## src/sv/zigzag_scan_buffer_defines.svh

```systemverilog
// Assertion macros shared by the zigzag scan buffer.
// Expects signals named clock and reset in the module that expands them.
`ifndef ZIGZAG_SCAN_BUFFER_DEFINES_SVH
`define ZIGZAG_SCAN_BUFFER_DEFINES_SVH

// Condition must never hold outside reset.
`define ZZSB_ASSERT_NEVER(lbl, expr) \
   lbl: assert property (@(posedge clock) disable iff (reset) !(expr)) \
      else $error("zzsb: forbidden condition seen");

// Antecedent must be followed by the consequent in the same cycle.
`define ZZSB_ASSERT_IMPLIES(lbl, ante, cons) \
   lbl: assert property (@(posedge clock) disable iff (reset) (ante) |-> (cons)) \
      else $error("zzsb: implication violated");

`endif

```

## src/sv/zzsb_pkg.sv

```systemverilog
// Shared types and constants of the zigzag scan buffer.
// No dependencies; imported by every module of the block.
package zzsb_pkg;

   localparam int VALUE_W     = 32;
   localparam int INDEX_W     = 4;
   localparam int CSR_INDEX_W = 2;
   localparam int CSR_DATA_W  = 5;
   localparam int QUEUE_DEPTH = 4;
   localparam int QPTR_W      = $clog2(QUEUE_DEPTH);
   localparam int QCOUNT_W    = $clog2(QUEUE_DEPTH + 1);

   typedef enum logic [CSR_INDEX_W-1:0] {
      CSR_ROWS = 2'd0,
      CSR_COLS = 2'd1
   } csr_index_type;

   // One classified command on its way from front to back.
   typedef struct packed {
      logic               is_read;
      logic [VALUE_W-1:0] value;
      logic [INDEX_W-1:0] row;
      logic [INDEX_W-1:0] col;
      logic               diag_end;
      logic               last;
   } cmd_meta_type;

   typedef struct packed {
      logic [VALUE_W-1:0] value;
      logic [INDEX_W-1:0] row;
      logic [INDEX_W-1:0] col;
      logic               diag_end;
      logic               last;
   } rsp_type;

   typedef struct packed {
      logic                empty;
      logic                full;
      logic [QCOUNT_W-1:0] count;
   } queue_status_type;

endpackage

```

## src/sv/zzsb_front.sv

```systemverilog
// Front of the zigzag scan buffer: dimension registers, fill and scan pointers.
// Classifies each command into address plus metadata; depends on zzsb_pkg.
module zzsb_front import zzsb_pkg::*; #(
   parameter int MAX_ROWS = 16,
   parameter int MAX_COLS = 16,
   parameter int AW       = 8
) (
   input  logic                   clock,
   input  logic                   reset,
   input  logic                   req_push,
   input  logic                   req_command,
   input  logic [VALUE_W-1:0]     req_write_value,
   input  logic                   cmd_full,
   input  logic                   csr_valid,
   input  logic [CSR_INDEX_W-1:0] csr_index,
   input  logic [CSR_DATA_W-1:0]  csr_write_data,
   output logic                   cmd_push,
   output cmd_meta_type           cmd_entry,
   output logic [AW-1:0]          cmd_addr
);

   localparam int MAXD      = (MAX_ROWS > MAX_COLS) ? MAX_ROWS : MAX_COLS;
   localparam int DW        = $clog2(MAXD + 1);
   localparam int ROW_RESET = (MAX_ROWS < 8) ? MAX_ROWS : 8;
   localparam int COL_RESET = (MAX_COLS < 8) ? MAX_COLS : 8;

   logic [DW-1:0] rows_ff, rows_in, cols_ff, cols_in;
   logic [DW-1:0] fill_row_ff, fill_row_in, fill_col_ff, fill_col_in;
   logic [DW-1:0] llr_ff, llr_in, llc_ff, llc_in;
   logic [DW-1:0] urr_ff, urr_in, urc_ff, urc_in;
   logic [DW-1:0] cur_row_ff, cur_row_in, cur_col_ff, cur_col_in;
   logic          up_ff, up_in;
   logic [DW-1:0] last_row, last_col;
   logic          is_last, diag_end, restart_scan, accept;

   function automatic logic [DW-1:0] clamp_dim(input logic [CSR_DATA_W-1:0] v,
                                               input int maxv);
      logic [DW-1:0] r;
      if (v == '0) begin
         r = DW'(1);
      end else if (int'(v) > maxv) begin
         r = DW'(maxv);
      end else begin
         r = DW'(v);
      end
      return r;
   endfunction

   function automatic logic [AW-1:0] addr_of(input logic [DW-1:0] r,
                                             input logic [DW-1:0] c);
      return AW'(int'(r) * MAX_COLS + int'(c));
   endfunction

   assign last_row = rows_ff - 1'b1;
   assign last_col = cols_ff - 1'b1;
   assign accept   = req_push && !cmd_full;
   assign is_last  = (cur_row_ff == last_row) && (cur_col_ff == last_col);
   assign diag_end = up_ff ? ((cur_row_ff == urr_ff) && (cur_col_ff == urc_ff))
                           : ((cur_row_ff == llr_ff) && (cur_col_ff == llc_ff));

   assign cmd_push           = accept;
   assign cmd_entry.is_read  = req_command;
   assign cmd_entry.value    = req_write_value;
   assign cmd_entry.row      = INDEX_W'(cur_row_ff);
   assign cmd_entry.col      = INDEX_W'(cur_col_ff);
   assign cmd_entry.diag_end = diag_end;
   assign cmd_entry.last     = is_last;
   assign cmd_addr = req_command ? addr_of(cur_row_ff, cur_col_ff)
                                 : addr_of(fill_row_ff, fill_col_ff);

   always_comb begin
      rows_in      = rows_ff;
      cols_in      = cols_ff;
      fill_row_in  = fill_row_ff;
      fill_col_in  = fill_col_ff;
      llr_in       = llr_ff;
      llc_in       = llc_ff;
      urr_in       = urr_ff;
      urc_in       = urc_ff;
      cur_row_in   = cur_row_ff;
      cur_col_in   = cur_col_ff;
      up_in        = up_ff;
      restart_scan = 1'b0;
      if (csr_valid) begin
         unique case (csr_index)
            CSR_ROWS: rows_in = clamp_dim(csr_write_data, MAX_ROWS);
            CSR_COLS: cols_in = clamp_dim(csr_write_data, MAX_COLS);
            default:  ;
         endcase
         if (csr_index == CSR_ROWS || csr_index == CSR_COLS) begin
            fill_row_in  = '0;
            fill_col_in  = '0;
            restart_scan = 1'b1;
         end
      end else if (accept && !req_command) begin
         // advance the raster fill pointer
         if (fill_col_ff >= last_col) begin
            fill_col_in = '0;
            fill_row_in = (fill_row_ff >= last_row) ? '0 : fill_row_ff + 1'b1;
         end else begin
            fill_col_in = fill_col_ff + 1'b1;
         end
      end else if (accept) begin
         if (is_last) begin
            restart_scan = 1'b1;
         end else if (diag_end) begin
            // move both diagonal ends, then flip direction
            if (llr_ff >= last_row) llc_in = llc_ff + 1'b1;
            else                    llr_in = llr_ff + 1'b1;
            if (urc_ff >= last_col) urr_in = urr_ff + 1'b1;
            else                    urc_in = urc_ff + 1'b1;
            up_in = !up_ff;
            if (up_in) begin
               cur_row_in = llr_in;
               cur_col_in = llc_in;
            end else begin
               cur_row_in = urr_in;
               cur_col_in = urc_in;
            end
            if (llc_in > last_col || urr_in > last_row) restart_scan = 1'b1;
         end else if (up_ff) begin
            if (cur_row_ff == '0 || cur_col_ff >= last_col) begin
               restart_scan = 1'b1;
            end else begin
               cur_row_in = cur_row_ff - 1'b1;
               cur_col_in = cur_col_ff + 1'b1;
            end
         end else begin
            if (cur_col_ff == '0 || cur_row_ff >= last_row) begin
               restart_scan = 1'b1;
            end else begin
               cur_row_in = cur_row_ff + 1'b1;
               cur_col_in = cur_col_ff - 1'b1;
            end
         end
      end
      if (restart_scan) begin
         llr_in     = '0;
         llc_in     = '0;
         urr_in     = '0;
         urc_in     = '0;
         cur_row_in = '0;
         cur_col_in = '0;
         up_in      = 1'b1;
      end
   end

   always_ff @(posedge clock) begin
      if (reset) begin
         rows_ff     <= DW'(ROW_RESET);
         cols_ff     <= DW'(COL_RESET);
         fill_row_ff <= '0;
         fill_col_ff <= '0;
         llr_ff      <= '0;
         llc_ff      <= '0;
         urr_ff      <= '0;
         urc_ff      <= '0;
         cur_row_ff  <= '0;
         cur_col_ff  <= '0;
         up_ff       <= 1'b1;
      end else begin
         rows_ff     <= rows_in;
         cols_ff     <= cols_in;
         fill_row_ff <= fill_row_in;
         fill_col_ff <= fill_col_in;
         llr_ff      <= llr_in;
         llc_ff      <= llc_in;
         urr_ff      <= urr_in;
         urc_ff      <= urc_in;
         cur_row_ff  <= cur_row_in;
         cur_col_ff  <= cur_col_in;
         up_ff       <= up_in;
      end
   end

endmodule

```

## config.mk

```make
export PLATFORM = sky130hd
export DESIGN_NAME = zzsb_front
export DESIGN_NICKNAME = d
export VERILOG_FILES = /design/src/sv/zigzag_scan_buffer_defines.svh /design/src/sv/zzsb_pkg.sv /design/src/sv/zzsb_front.sv
export SDC_FILE = /design/constraint.sdc
export NUM_CORES = 1
export LEC_CHECK = 0
export BUFFER_PORTS_ARGS = -buffer_cell sky130_fd_sc_hd__buf_2
export CAP_MARGIN = 30
export CORE_MARGIN = 2
export CORE_UTILIZATION = 50
export DETAILED_ROUTE_END_ITERATION = 8
export PLACE_DENSITY = 0.73
export SLEW_MARGIN = 30
export SYNTH_ARGS = -nofsm -noshare
export SYNTH_HDL_FRONTEND = slang
export SYNTH_SLANG_ARGS = --single-unit
```

## constraint.sdc

```tcl
create_clock -name clock -period 13.9 [get_ports clock]
set_clock_uncertainty 0.2 [all_clocks]
set_input_delay 1.39 -clock clock [delete_from_list [all_inputs] [get_ports clock]]
set_output_delay 1.39 -clock clock [all_outputs]
set_load 0.05 [all_outputs]
```

==> PnR_summary.wiki <==
{| class="wikitable"
! Metric !! Value
|-
| IO Count || 97
|-
| Number of buffers inserted during clock tree synthesis || 5
|-
| Sequential cell area fraction in the yosys report || 20.8%
|-
| Portion of total power attributed to combinational logic || 19.0%
|-
| Instance count of the mapped netlist || between 500 and 600
|-
| Post-CTS Repair Setup Buffers || 0
|-
| Instance area at placement || 4690 um2
|-
| IR drop worst, VDD || roughly 0.038 mV
|-
| Y dimension of the die || 103 um
|-
| Distinct cells, synth || 74
|-
| Critical Path Sink Type || flop
|-
| Final Hold Violating Endpoints || 0
|-
| Final period utilization || 40.9%
|-
| Fin area || slightly below 5000 um2
|-
| Final hold slack || around 0.3 ns
|-
| Number of pins exceeding their max-slew limit in the final report || 0
|-
| Worst max-slew margin expressed relative to the limit || 46.1%
|-
| Final weighted congestion in routability-driven placement || between 0.9 and 1
|-
| Die Width || 103 um
|-
| Worst min path class || flop to flop
|-
| Count of synthesis-stage warnings from yosys || 0
|-
| Worst slack at placement || 8.30 ns
|-
| DRT antenna net count || 0
|-
| Portion of synthesized cell area occupied by the leading cell type || 20.8%
|-
| Global-route wire length before repair || 19.2 mm
|-
| Proportion of total power due to net switching || 30.3%
|-
| Sequential Power Share || 46.5%
|-
| Area of the mapped netlist || 4900 um2
|-
| Total iterations of the first detailed-routing run || 5
|-
| Status || complete, no violations
|-
| Most area-hungry cell type in the Yosys netlist || sky130_fd_sc_hd__dfxtp_1
|-
| Total net switching power || 0.0988 mW
|-
| Via/cell ratio || 5.88
|-
| Count of unresolved DRC violations after routing || 0
|-
| Share of synthesized flip-flops with an asynchronous set or reset || 0%
|-
| Number of global-route vias before repair || 3,974
|-
| Measured slew at the worst slew-check pin || 0.805 ns
|-
| Proportion of layout cells with a drive suffix above 1 || 16.0%
|-
| Total Routed Length || 11.6 mm
|-
| Kind of start point of the critical path || flop
|-
| Placed cells || 688
|-
| CP Data Arrival Time || about 5.7 ns
|-
| Type of the worst setup path || flop to flop
|-
| Finished Core Util || 49.9%
|-
| Final total negative setup slack || 0 ns
|-
| RSZ-0062 raised after global routing || false
|-
| Largest net degree at the start of global routing || 31
|-
| Dominant register cell in the synthesized netlist || sky130_fd_sc_hd__dfxtp_1
|-
| Starting density of the core || 50.9%
|-
| Largest fanout of any net on the critical path || 30
|-
| Number of enable flip-flop cells after synthesis || 0
|-
| Final-report setup violation count || 0
|-
| Post-CTS Resized || 0
|-
| Antenna violations before repair || 0
|-
| Starting DRC count in detailed routing || about 240
|-
| Post-CTS Hold Buffers || 0
|-
| Maximum capacitance violations || 0
|-
| Leakage power figure || between 2 and 2.5 nW
|-
| Post-synth top cells || sky130_fd_sc_hd__nor2_1, sky130_fd_sc_hd__dfxtp_1, sky130_fd_sc_hd__buf_4
|-
| Detailed-route via count || 4,095
|-
| F_max || 176 MHz
|-
| Number of antenna diodes || 0
|-
| Sink Count || 51
|-
| Post-Syn Nets || 686
|-
| Total congestion overflow after global routing || 0
|-
| CTS Root Buffer Type || sky130_fd_sc_hd__clkbuf_8
|-
| Critical path required time || 13.94 ns
|-
| Time the final worst path needs with I/O delays and setup || 5.69 ns
|-
| Clock-pin transition on the worst setup and hold timing paths || 0.10 ns
|-
| Std-Cell Core Area || just under 10,000 um2
|-
| Most used standard cell by instance count after synthesis || sky130_fd_sc_hd__nor2_1
|-
| Top post-synthesis cells by area || sky130_fd_sc_hd__dfxtp_1, sky130_fd_sc_hd__ha_1, sky130_fd_sc_hd__buf_4, sky130_fd_sc_hd__xnor2_1, sky130_fd_sc_hd__xor2_1
|-
| Clock tree from TritonCTS || yes
|-
| P per Cell Area || 67.8 nW/um2
|-
| Count of input and output buffers || 32
|-
| Clock group share of total power || 34.5%
|-
| Final worst setup slack || 8.21 ns
|-
| Maximum count of clock buffers along a single path || 2
|-
| Internal power || 0.227 mW
|-
| Mean routed wirelength per cell || 16.7 um
|-
| HPWL Detailed || 8.77 mm
|-
| Final Power || 0.326 mW
|-
| Relative area change from synthesis to final layout || -1.89%
|-
| FF+latch count, synth || 51
|-
| Average cell area after synthesis || 8.24 um2
|-
| DIE AREA || 10,600 um2
|-
| Number of cells in the finished layout apart from fillers || 696
|-
| Core Rows || 36
|-
| H-Tree Level Count || 2
|-
| Insertion delay to the later sink of the worst-skew pair || 0.31 ns
|-
| Overall Global Routing Usage || 22.9%
|-
| Final layout net count || 653
|}
## sequential cells by signal, indices dropped and copies added (netlist names)
name / cells
urc_ff: 5
fill_row_ff: 5
cur_row_ff: 5
urr_ff: 5
fill_col_ff: 5
llc_ff: 5
llr_ff: 5
rows_ff: 5
cols_ff: 5
up_ff: 1
cur_col_ff: 5
## power groups by stage
| stage | combinational [mW] | clock, mW | sequential, mW |
|---|---|---|---|
| finish | 0.0620 | 0.112 | 0.152 |
| CTS | 0.0616 | 0.114 | 0.152 |
| global route | 0.0675 | 0.119 | 0.152 |
| floorplan | 0.0758 | 0 | 0.153 |
| detailed placement | 0.0613 | 0 | 0.155 |
| global placement | 0.0596 | 0 | 0.155 |
## per-layer routing
metal | up-vias | part of all wire [%] | GRT usage, % | wire, um
li1 | 1968 | - | - | -
met1 | 1919 | 44 | 29.5 | 5160
met2 | 172 | 47 | 38.5 | 5420
met3 | 36 | 6.3 | 3.46 | 737
met4 | 0 | 2.6 | 8.91 | 302
met5 | - | 0 | 0 | 0
## kinds of logic after synthesis
logic type / share of synthesized area [%]
AOI/OAI and AO/OA: 16.1
xor gates and xnor gates: 12.3
adders and majority gates: 13.0
buffers and inverters: 13.0
DFF: 20.8
muxes: 3.83
and+or+nand+nor: 21.0
## cell type report
cell class | instances | area [um2]
Fill cell | 956 | 4830
Multi-Input combinational cell | 447 | 3250
Sequential cell | 51 | 1020
Timing Repair Buffer | 33 | 168
Tap cell | 133 | 166
Inverter | 24 | 90.1
Clock buffer | 6 | 82.6
Clock inverter | 2 | 35.0
## worst max-delay path, cell delays in order, from the launching register on
cell and delay, ns:
sky130_fd_sc_hd__dfxtp_1 0.40, sky130_fd_sc_hd__inv_1 0.15, sky130_fd_sc_hd__ha_1 0.25, sky130_fd_sc_hd__xnor2_1 0.41, sky130_fd_sc_hd__ha_1 0.34, sky130_fd_sc_hd__a21oi_1 0.15
sky130_fd_sc_hd__o21ai_0 0.15, sky130_fd_sc_hd__maj3_4 0.39, sky130_fd_sc_hd__maj3_2 0.44, sky130_fd_sc_hd__mux2i_1 0.31, sky130_fd_sc_hd__inv_1 0.08, sky130_fd_sc_hd__ha_1 0.31
sky130_fd_sc_hd__a211o_2 0.31, sky130_fd_sc_hd__nand3_1 0.19, sky130_fd_sc_hd__nand2_1 0.10, sky130_fd_sc_hd__o21ai_0 0.29, sky130_fd_sc_hd__a2111oi_4 0.09, sky130_fd_sc_hd__a211oi_2 0.26
sky130_fd_sc_hd__nand2_2 0.47, sky130_fd_sc_hd__nor3_2 0.29
## placed cells by master, fill, tap and decap left out, types with 11 or more instances in the layout
cell / n
sky130_fd_sc_hd__inv_1: 23
sky130_fd_sc_hd__mux2i_1: 12
sky130_fd_sc_hd__xnor2_1: 39
sky130_fd_sc_hd__dfxtp_1: 51
sky130_fd_sc_hd__xor2_1: 28
sky130_fd_sc_hd__ha_1: 44
sky130_fd_sc_hd__a21oi_1: 26
sky130_fd_sc_hd__nor2_1: 56
sky130_fd_sc_hd__nand2_1: 39
sky130_fd_sc_hd__nand3_1: 23
sky130_fd_sc_hd__o21ai_0: 27
sky130_fd_sc_hd__buf_2: 32
sky130_fd_sc_hd__nor2b_1: 11
## path summary, 6_finish.rpt
kind	start	to	slack, ns	depth (start not counted)
hold / removal	cols_ff[1]$_SDFFE_PP0P_	cols_ff[1]$_SDFFE_PP0P_	0.29	2
hold reg to reg	cols_ff[1]$_SDFFE_PP0P_	cols_ff[1]$_SDFFE_PP0P_	0.29	2
setup / recovery	cols_ff[0]$_SDFFE_PP0P_	llr_ff[4]$_SDFFE_PP0P_	8.21	19
setup reg to reg	cols_ff[0]$_SDFFE_PP0P_	llr_ff[4]$_SDFFE_PP0P_	8.21	19
Note: power is estimated with default switching activity, not from simulation.
