[src/sv/zigzag_scan_buffer_defines.svh]
// Assertion macros shared by the zigzag scan buffer.
// Expects signals named clock and reset in the module that expands them.
`ifndef ZIGZAG_SCAN_BUFFER_DEFINES_SVH
`define ZIGZAG_SCAN_BUFFER_DEFINES_SVH

// Condition must never hold outside reset.
`define ZZSB_ASSERT_NEVER(lbl, expr) \
   lbl: assert property (@(posedge clock) disable iff (reset) !(expr)) \
      else $error("zzsb: forbidden condition seen");

// Antecedent must be followed by the consequent in the same cycle.
`define ZZSB_ASSERT_IMPLIES(lbl, ante, cons) \
   lbl: assert property (@(posedge clock) disable iff (reset) (ante) |-> (cons)) \
      else $error("zzsb: implication violated");

`endif

[src/sv/zzsb_pkg.sv]
// Shared types and constants of the zigzag scan buffer.
// No dependencies; imported by every module of the block.
package zzsb_pkg;

   localparam int VALUE_W     = 32;
   localparam int INDEX_W     = 4;
   localparam int CSR_INDEX_W = 2;
   localparam int CSR_DATA_W  = 5;
   localparam int QUEUE_DEPTH = 4;
   localparam int QPTR_W      = $clog2(QUEUE_DEPTH);
   localparam int QCOUNT_W    = $clog2(QUEUE_DEPTH + 1);

   typedef enum logic [CSR_INDEX_W-1:0] {
      CSR_ROWS = 2'd0,
      CSR_COLS = 2'd1
   } csr_index_type;

   // One classified command on its way from front to back.
   typedef struct packed {
      logic               is_read;
      logic [VALUE_W-1:0] value;
      logic [INDEX_W-1:0] row;
      logic [INDEX_W-1:0] col;
      logic               diag_end;
      logic               last;
   } cmd_meta_type;

   typedef struct packed {
      logic [VALUE_W-1:0] value;
      logic [INDEX_W-1:0] row;
      logic [INDEX_W-1:0] col;
      logic               diag_end;
      logic               last;
   } rsp_type;

   typedef struct packed {
      logic                empty;
      logic                full;
      logic [QCOUNT_W-1:0] count;
   } queue_status_type;

endpackage

[src/sv/zzsb_fifo.sv]
// Small synchronous queue used between the parts of the zigzag scan buffer.
// Depends on zzsb_pkg for its depth and status type.
module zzsb_fifo import zzsb_pkg::*; #(
   parameter int WIDTH = 1
) (
   input  logic             clock,
   input  logic             reset,
   input  logic             push,
   input  logic [WIDTH-1:0] push_data,
   input  logic             pop,
   output logic [WIDTH-1:0] pop_data,
   output queue_status_type status
);

   logic [WIDTH-1:0]    slot_ff [QUEUE_DEPTH];
   logic [QPTR_W-1:0]   wr_ptr_ff;
   logic [QPTR_W-1:0]   rd_ptr_ff;
   logic [QCOUNT_W-1:0] count_ff;
   logic                do_push;
   logic                do_pop;

   assign status.empty = (count_ff == '0);
   assign status.full  = (count_ff == QCOUNT_W'(QUEUE_DEPTH));
   assign status.count = count_ff;
   assign do_push      = push && !status.full;
   assign do_pop       = pop && !status.empty;
   assign pop_data     = slot_ff[rd_ptr_ff];

   always_ff @(posedge clock) begin
      if (reset) begin
         wr_ptr_ff <= '0;
         rd_ptr_ff <= '0;
         count_ff  <= '0;
      end else begin
         if (do_push) begin
            wr_ptr_ff <= wr_ptr_ff + 1'b1;
         end
         if (do_pop) begin
            rd_ptr_ff <= rd_ptr_ff + 1'b1;
         end
         if (do_push && !do_pop) begin
            count_ff <= count_ff + 1'b1;
         end else if (do_pop && !do_push) begin
            count_ff <= count_ff - 1'b1;
         end
      end
   end

   always_ff @(posedge clock) begin
      if (do_push) begin
         slot_ff[wr_ptr_ff] <= push_data;
      end
   end

endmodule

[config.mk]
export PLATFORM = sky130hd
export DESIGN_NAME = zzsb_fifo
export DESIGN_NICKNAME = d
export VERILOG_FILES = /design/src/sv/zigzag_scan_buffer_defines.svh /design/src/sv/zzsb_pkg.sv /design/src/sv/zzsb_fifo.sv
export SDC_FILE = /design/constraint.sdc
export NUM_CORES = 1
export LEC_CHECK = 0
export ABC_CLOCK_PERIOD_IN_PS = 4500
export BUFFER_PORTS_ARGS = -buffer_cell sky130_fd_sc_hd__buf_2
export CAP_MARGIN = 20
export CORE_AREA = 2 2 39 41
export DETAILED_ROUTE_END_ITERATION = 12
export DIE_AREA = 0 0 41 43
export GPL_TIMING_DRIVEN = 0
export PLACE_DENSITY = 0.74
export SLEW_MARGIN = 20
export SYNTH_ARGS = -nofsm -noshare
export SYNTH_HDL_FRONTEND = slang
export SYNTH_SLANG_ARGS = --single-unit
[constraint.sdc]
create_clock -name clock -period 4.5 [get_ports clock]
set_input_delay 0.675 -clock clock [delete_from_list [all_inputs] [get_ports clock]]
set_output_delay 0.675 -clock clock [all_outputs]
set_load 0.02 [all_outputs]
==> results of run 1 <==
Yosys cell counts:
cell / n
a21oi_1: 2
and2_1: 4
clkbuf_1: 1
dfxtp_1: 9
edfxtp_1: 4
fa_1: 1
ha_1: 5
inv_1: 4
mux2i_1: 2
mux4_2: 1
nand2b_1: 2
nor2_1: 5
nor2_2: 1
nor3_1: 1
nor3b_2: 1
o21ai_0: 2
o311ai_1: 1
o31ai_2: 1
or3_1: 2
xor2_1: 4
where the power goes:
group / internal [uW] / total (uW) / switching [uW]
clock network: 34.3 / 72.0 / 37.7
logic: 67.9 / 151 / 83.3
registers: 149 / 178 / 29.4
routing by layer:
| layer | wire length, microns | track usage, % | share of wire [%] |
|---|---|---|---|
| met4 | 26 | 10.0 | 2.9 |
| met1 | 355 | 18.4 | 40 |
| met2 | 472 | 19.7 | 53 |
| met5 | 0 | 0 | 0 |
| met3 | 36 | 6.28 | 4.0 |
worst reg2reg max path, delay by kind of cell, from the launching register on:
| family | cells | cell delay (ns) |
|---|---|---|
| AND/OR/NAND/NOR | 3 | 0.64 |
| adder cells (fa/ha/maj) | 2 | 0.60 |
| flip-flops | 1 | 0.50 |
| XOR/XNOR | 1 | 0.17 |
| AO/OA/AOI/OAI | 1 | 0.14 |
| buffers and inverters | 1 | 0.06 |
cells by family (layout without fill, tap and decap cells):
kind of cell / Yosys count / count (layout) / synth area share [%]
AO/OA/AOI/OAI: 6 / 6 / 6.73
XOR/XNOR: 4 / 4 / 5.71
adder cells (fa/ha/maj): 6 / 6 / 13.5
buffers and inverters: 5 / 18 / 3.06
flip-flops: 13 / 13 / 49.0
multiplexers: 3 / 3 / 6.94
AND/OR/NAND/NOR: 16 / 16 / 15.1
worst max-delay path by stage:
stage	endpoint	from	depth (start not counted)	slack, ns
after global routing	count_ff[2]$_SDFFE_PP0P_	count_ff[0]$_SDFFE_PP0P_	8	2.16
after CTS	count_ff[2]$_SDFFE_PP0P_	count_ff[0]$_SDFFE_PP0P_	8	2.32
final	count_ff[2]$_SDFFE_PP0P_	count_ff[0]$_SDFFE_PP0P_	8	2.32
after global placement	count_ff[2]$_SDFFE_PP0P_	push	9	2.17
after floorplan	count_ff[2]$_SDFFE_PP0P_	count_ff[0]$_SDFFE_PP0P_	8	2.31
after detailed placement	count_ff[2]$_SDFFE_PP0P_	push	9	2.13
per-stage QoR:
stage	instance area [sq um]	setup slack, ns	hold slack, ns	total power (uW)	util [%]
4_1_cts	704	2.32	0.529	406	50.9
2_1_floorplan	613	2.31	0.482	292	-
5_1_grt	704	2.16	0.554	436	50.9
3_3_place_gp	678	2.17	0.502	328	49.0
3_5_place_dp	678	2.13	0.511	333	49.0
6_report	704	2.32	0.521	401	50.9
final cells by class:
type / count / area (sq um)
fillers: 136 / 679
flip-flops and latches: 13 / 300
multi-input cells: 35 / 294
repair buffers: 9 / 45.0
clock buffers: 4 / 26.3
well taps: 16 / 20.0
inverters: 4 / 15.0
plain buffers: 1 / 3.75
==> metrics.md, run 1 <==
| Metric | Value |
|---|---|
| Peak VDD IR | 0.000318 V |
| IO Port Bufs | 9 |
| Crit. End Element | flop |
| Clk slew on worst S/H paths | 0.08 ns |
| CTS tree | built |
| Crit Path Max Fanout | 7 |
| Worst setup SP type | flop |
| Max Transition Viols Final | 0 |
| Die Ht | 43 microns |
| Final Hold Viols | 0 |
| Yosys top cell by area | dfxtp_1 |
| CP required | 4.71 ns |
| Most frequent cells in the layout | 9 x dfxtp_1, 9 x buf_2, 5 x nor2_1, 5 x ha_1 |
| Tmin final | 2.18 ns |
| Hold Path Sink | wr_ptr_ff[1]$_SDFFE_PP0P_ |
| Syn nets | 64 |
| Routed Antenna Nets | 0 |
| Synth top area share | 29.4% |
| Layout area overhead | 14.9% |
| Largest net degree at the start of global routing | 10 |
| Worst slew margin | 74.6% |
| Status | completed |
| Worst reg2reg path depth | 8 |
| FF-to-FF Start | count_ff[0]$_SDFFE_PP0P_ |
| CORE AREA | 0.00138 sq mm |
| Reg2Reg Setup Slack | 2.32 ns |
| Max Clock Skew | 0.00225 ns |
| Worst stage delay on the critical path | 0.50 ns |
| Total global routing overflow | 0 |
| Slowest cell on the critical path | dfxtp_1 |
| Final cell count without fillers | 82 |
| Synthesized area per cell | 11.6 sq um |
| Post-Synthesis Cells | 53 |
| Max_cap viols | 0 |
| Post_cts resized | 0 |
| Setup Buffers After CTS | 0 |
| Global-route wire length before repair | 1.63 mm |
| DRC Markers | 0 |
| Mapped Area | 613 sq um |
| Power per Cell Area | 570 mW/mm^2 |
| Drt first pass iters | 2 |
| Final setup vio count | 0 |
| Vias in the first global route | 403 |
| Wire length after detailed routing | 891 microns |
| Buf/Inv on CP | 1 |
| RSZ-0062 raised after global routing | false |
| Synth warn | 0 |
| 1st-iter DRT viols | 3 |
| GRT Overall Usage | 14.7% |
| Worst hold start | wr_ptr_ff[1]$_SDFFE_PP0P_ |
| Ports | 11 |
| Clock latency on the worst-skew pair | 0.27 ns |
| Setup CP Type | flop to flop |
| WL/cell | 10.9 microns |
| Number of instances in the placed design | 78 |
| Crit path DAT | 2.39 ns |
| Post-CTS Hold Buffers | 0 |
| CTS Buffer Depth | 2 |
| Total number of vias | 405 |
| Num CTS Buffers | 3 |
| Worst Hold Class | flop to flop |
| Die area | 0.00176 sq mm |
| Starting Density | 44.3% |
| Setup TNS | 0 ns |
| Ranking of synthesized cells by area | dfxtp_1 29%, edfxtp_1 20%, ha_1 10% |
| F_max | 459 MHz |
| Initial antenna violation count | 0 |
| Crit path max-delay family | simple AND/OR/NAND/NOR gates |
| Gpl congestion | 0.716 |
| Nets | 78 |
| Routed vias/inst | 4.94 |
| Root Driver | clkbuf_4 |
| Sequential cell area fraction in the yosys report | 49.0% |
| Post-synthesis register bit count | 13 |
| Hold Path Cell Cnt | 2 |
| Reg-to-reg critical path endpoint | count_ff[2]$_SDFFE_PP0P_ |
| Lkg Pwr | 0.000307 uW |
| CTS H-tree depth | 1 |
| Layout cells sized above 1 | 24.2% |
| Worst Max-Slew Pin Slew | 0.381 ns |
| Period utilization | 48.4% |
| Die X | 41 microns |
| Post-synth cell types | 20 |
| Ant diodes | 0 |
| CP Cell Sequence | nor3b_2 -> nor2_2 -> ha_1 -> inv_1 -> fa_1 -> xor2_1 -> or3_1 -> a21oi_1 |
| CTS Sinks | 13 |
| Row count | 14 |
(Power assumes the default switching activity.)
==> run 2: changes to the inputs <==
--- a/config.mk
+++ b/config.mk
@@ -5,14 +5,14 @@
 export SDC_FILE = /design/constraint.sdc
 export NUM_CORES = 1
 export LEC_CHECK = 0
-export ABC_CLOCK_PERIOD_IN_PS = 4500
+export ABC_AREA = 1
+export ABC_CLOCK_PERIOD_IN_PS = 2100
 export BUFFER_PORTS_ARGS = -buffer_cell sky130_fd_sc_hd__buf_2
 export CAP_MARGIN = 20
-export CORE_AREA = 2 2 39 41
+export CORE_UTILIZATION = 49
 export DETAILED_ROUTE_END_ITERATION = 12
-export DIE_AREA = 0 0 41 43
 export GPL_TIMING_DRIVEN = 0
-export PLACE_DENSITY = 0.74
+export PLACE_DENSITY = 0.77
 export SLEW_MARGIN = 20
 export SYNTH_ARGS = -nofsm -noshare
 export SYNTH_HDL_FRONTEND = slang
==> constraint.sdc (replaced) <==
create_clock -name clock -period 2.1 [get_ports clock]
set_input_delay 0.315 -clock clock [delete_from_list [all_inputs] [get_ports clock]]
set_output_delay 0.315 -clock clock [all_outputs]
set_load 0.02 [all_outputs]
==> metrics.md, run 2 <==
| Metric | Value |
|---|---|
| Status | completed |
| Final setup vio count | 0 |
| Post-CTS Hold Buffers | 0 |
| WL/cell | 9.06 microns |
| Synthesized area per cell | 8.23 sq um |
| Final-layout fill cell count | 104 |
| Crit. End Element | flop |
| Util after Layout | 64.1% |
| Final Hold Viols | 0 |
| GRT Overall Usage | 16.7% |
| Mapped Area | 667 sq um |
| FF-to-FF Start | count_ff[0]$_SDFFE_PP0P_ |
| Synth warn | 0 |
| Most common cell in the netlist | inv_1 |
| Tmin final | 1.83 ns |
| Total global routing overflow | 0 |
| Clock latency on the worst-skew pair | 0.27 ns |
| Ys async rst share | 0% |
| CP required | 2.27 ns |
| Ys flop type | dfxtp_1 |
| CTS Buffer Depth | 2 |
| Final cell count without fillers | 109 |
| CTS tree | built |
| Largest net degree at the start of global routing | 8 |
| Power per Cell Area | 1340 mW/mm^2 |
| Ports | 11 |
| Crit path DAT | 2.00 ns |
| Post-Synthesis Cells | 81 |
| Multi-input logic area | 295 sq um |
| Post_cts resized | 0 |
| Post-synth cell types | 14 |
| IO Port Bufs | 10 |
| Die area | 0.00151 sq mm |
| Most instantiated cells after synthesis | 16 x inv_1, 13 x nor2_1, 12 x nand2_1 |
| Vias in the first global route | 428 |
| Worst Setup SP | count_ff[0]$_SDFFE_PP0P_ |
| Worst Hold Class | input pin to flop |
| Die X | 38.9 microns |
| Max Clock Skew | 0.00576 ns |
| Number of instances in the placed design | 105 |
| Most frequent cells in the layout | 16 x inv_1, 13 x nor2_1, 12 x nand2_1 |
| Layout area overhead | 14.1% |
| Routed Antenna Nets | 0 |
| Layout cells sized above 1 | 18.9% |
| RSZ-0062 raised after global routing | false |
| Routed vias/inst | 4.48 |
| 1st-iter DRT viols | 3 |
| Commonest non-fill, non-tap cell in the layout | inv_1 |
| Starting Density | 56.2% |
| F_max | 547 MHz |
| Syn nets | 92 |
| Crit Path Max Fanout | 6 |
| Max Transition Viols Final | 0 |
| Peak VDD IR | 0.000950 V |
| CTS Sinks | 13 |
| Root Driver | clkbuf_4 |
| Worst setup SP type | flop |
| Worst hold start | push_data |
| Period utilization | 87.1% |
| Ant diodes | 0 |
| Reg2Reg Setup Slack | 0.27 ns |
| Worst Max-Slew Pin Slew | 0.207 ns |
| Row count | 12 |
| Setup TNS | 0 ns |
| HPWL Detailed | 749 microns |
| Lkg Pwr | 0.000382 uW |
| CORE AREA | 0.00119 sq mm |
| Setup Buffers After CTS | 0 |
| Global-route wire length before repair | 1.64 mm |
| Nets | 107 |
| Wire length after detailed routing | 988 microns |
| DRC Markers | 0 |
| FF/Latch Area | 300 sq um |
| Setup CP Type | flop to flop |
| Worst slew margin | 86.2% |
| Total Power | 1020 uW |
| Clk slew on worst S/H paths | 0.08 ns |
| Initial antenna violation count | 0 |
| Post-synth EDFFs | 4 |
| Post-synthesis register bit count | 13 |
| CTS H-tree depth | 1 |
| Synth top area share | 27.0% |
| Total number of vias | 488 |
| Sequential cell area fraction in the yosys report | 45.0% |
| Ranking of synthesized cells by area | dfxtp_1 27%, edfxtp_1 18%, ha_1 9.4% |
| Gpl congestion | 0.656 |
| Max_cap viols | 0 |
| Drt first pass iters | 4 |
| Die Ht | 38.9 microns |
| Yosys top cell by area | dfxtp_1 |
| Num CTS Buffers | 3 |
run 2: path summary, 6_finish.rpt:
kind                                                 end  cells past startpoint
worst max-delay path            count_ff[2]$_SDFFE_PP0P_                     13
worst min-delay path                slot_ff[1]$_DFFE_PP_                      1
worst max register to register  count_ff[2]$_SDFFE_PP0P_                     13
worst min register to register                      flop                      2
run 2: power by group:
part | total, uW | leakage (uW) | switching (uW) | internal [uW]
clock | 148 | 0.0000150 | 74.9 | 73.4
combinational | 487 | 0.000256 | 310 | 177
sequential | 382 | 0.000111 | 59.6 | 323
run 2: area by class of cell:
type                       instances  area share [%]
tap                               14            2.30
timing repair buffer              10            6.58
sequential                        13            39.5
multi-input combinational         49            38.8
inverter                          19            9.37
clock buffer                       4            3.45
run 2: cell families after synthesis:
group / count (synthesis) / synth area share [%]
adder cells (fa/ha/maj): 6 / 12.4
flip-flops: 13 / 45.0
AO/OA/AOI/OAI: 11 / 8.25
buffers and inverters: 19 / 10.7
AND/OR/NAND/NOR: 32 / 23.6
run 2: critical path: stages (launching register included):
cell     delay [ns]
dfxtp_1        0.43
inv_2          0.10
nand3_4        0.09
nand2_1        0.12
inv_1          0.08
ha_1           0.16
inv_1          0.07
fa_1           0.38
inv_1          0.06
nand2_1        0.06
nand3_1        0.06
nand2_1        0.05
inv_1          0.04
nor2_1         0.03
run 2: routing by layer:
| metal | up-vias | GRT usage, % | share of wire, % |
|---|---|---|---|
| met5 | - | 0 | 0 |
| met4 | 0 | 10.3 | 1.7 |
| met3 | 2 | 5.20 | 3.9 |
| met2 | 8 | 27.1 | 46 |
| met1 | 200 | 18.7 | 48 |
| li1 | 278 | - | - |
run 2: stage by stage:
step / setup slack [ns] / instance area [sq um] / hold slack, ns
6_report: 0.271 / 761 / 0.260
5_1_grt: 0.0393 / 761 / 0.256
4_1_cts: 0.260 / 761 / 0.255
3_5_place_dp: 0.265 / 734 / 0.473
3_3_place_gp: 0.287 / 734 / 0.465
2_1_floorplan: 0.262 / 667 / 0.414
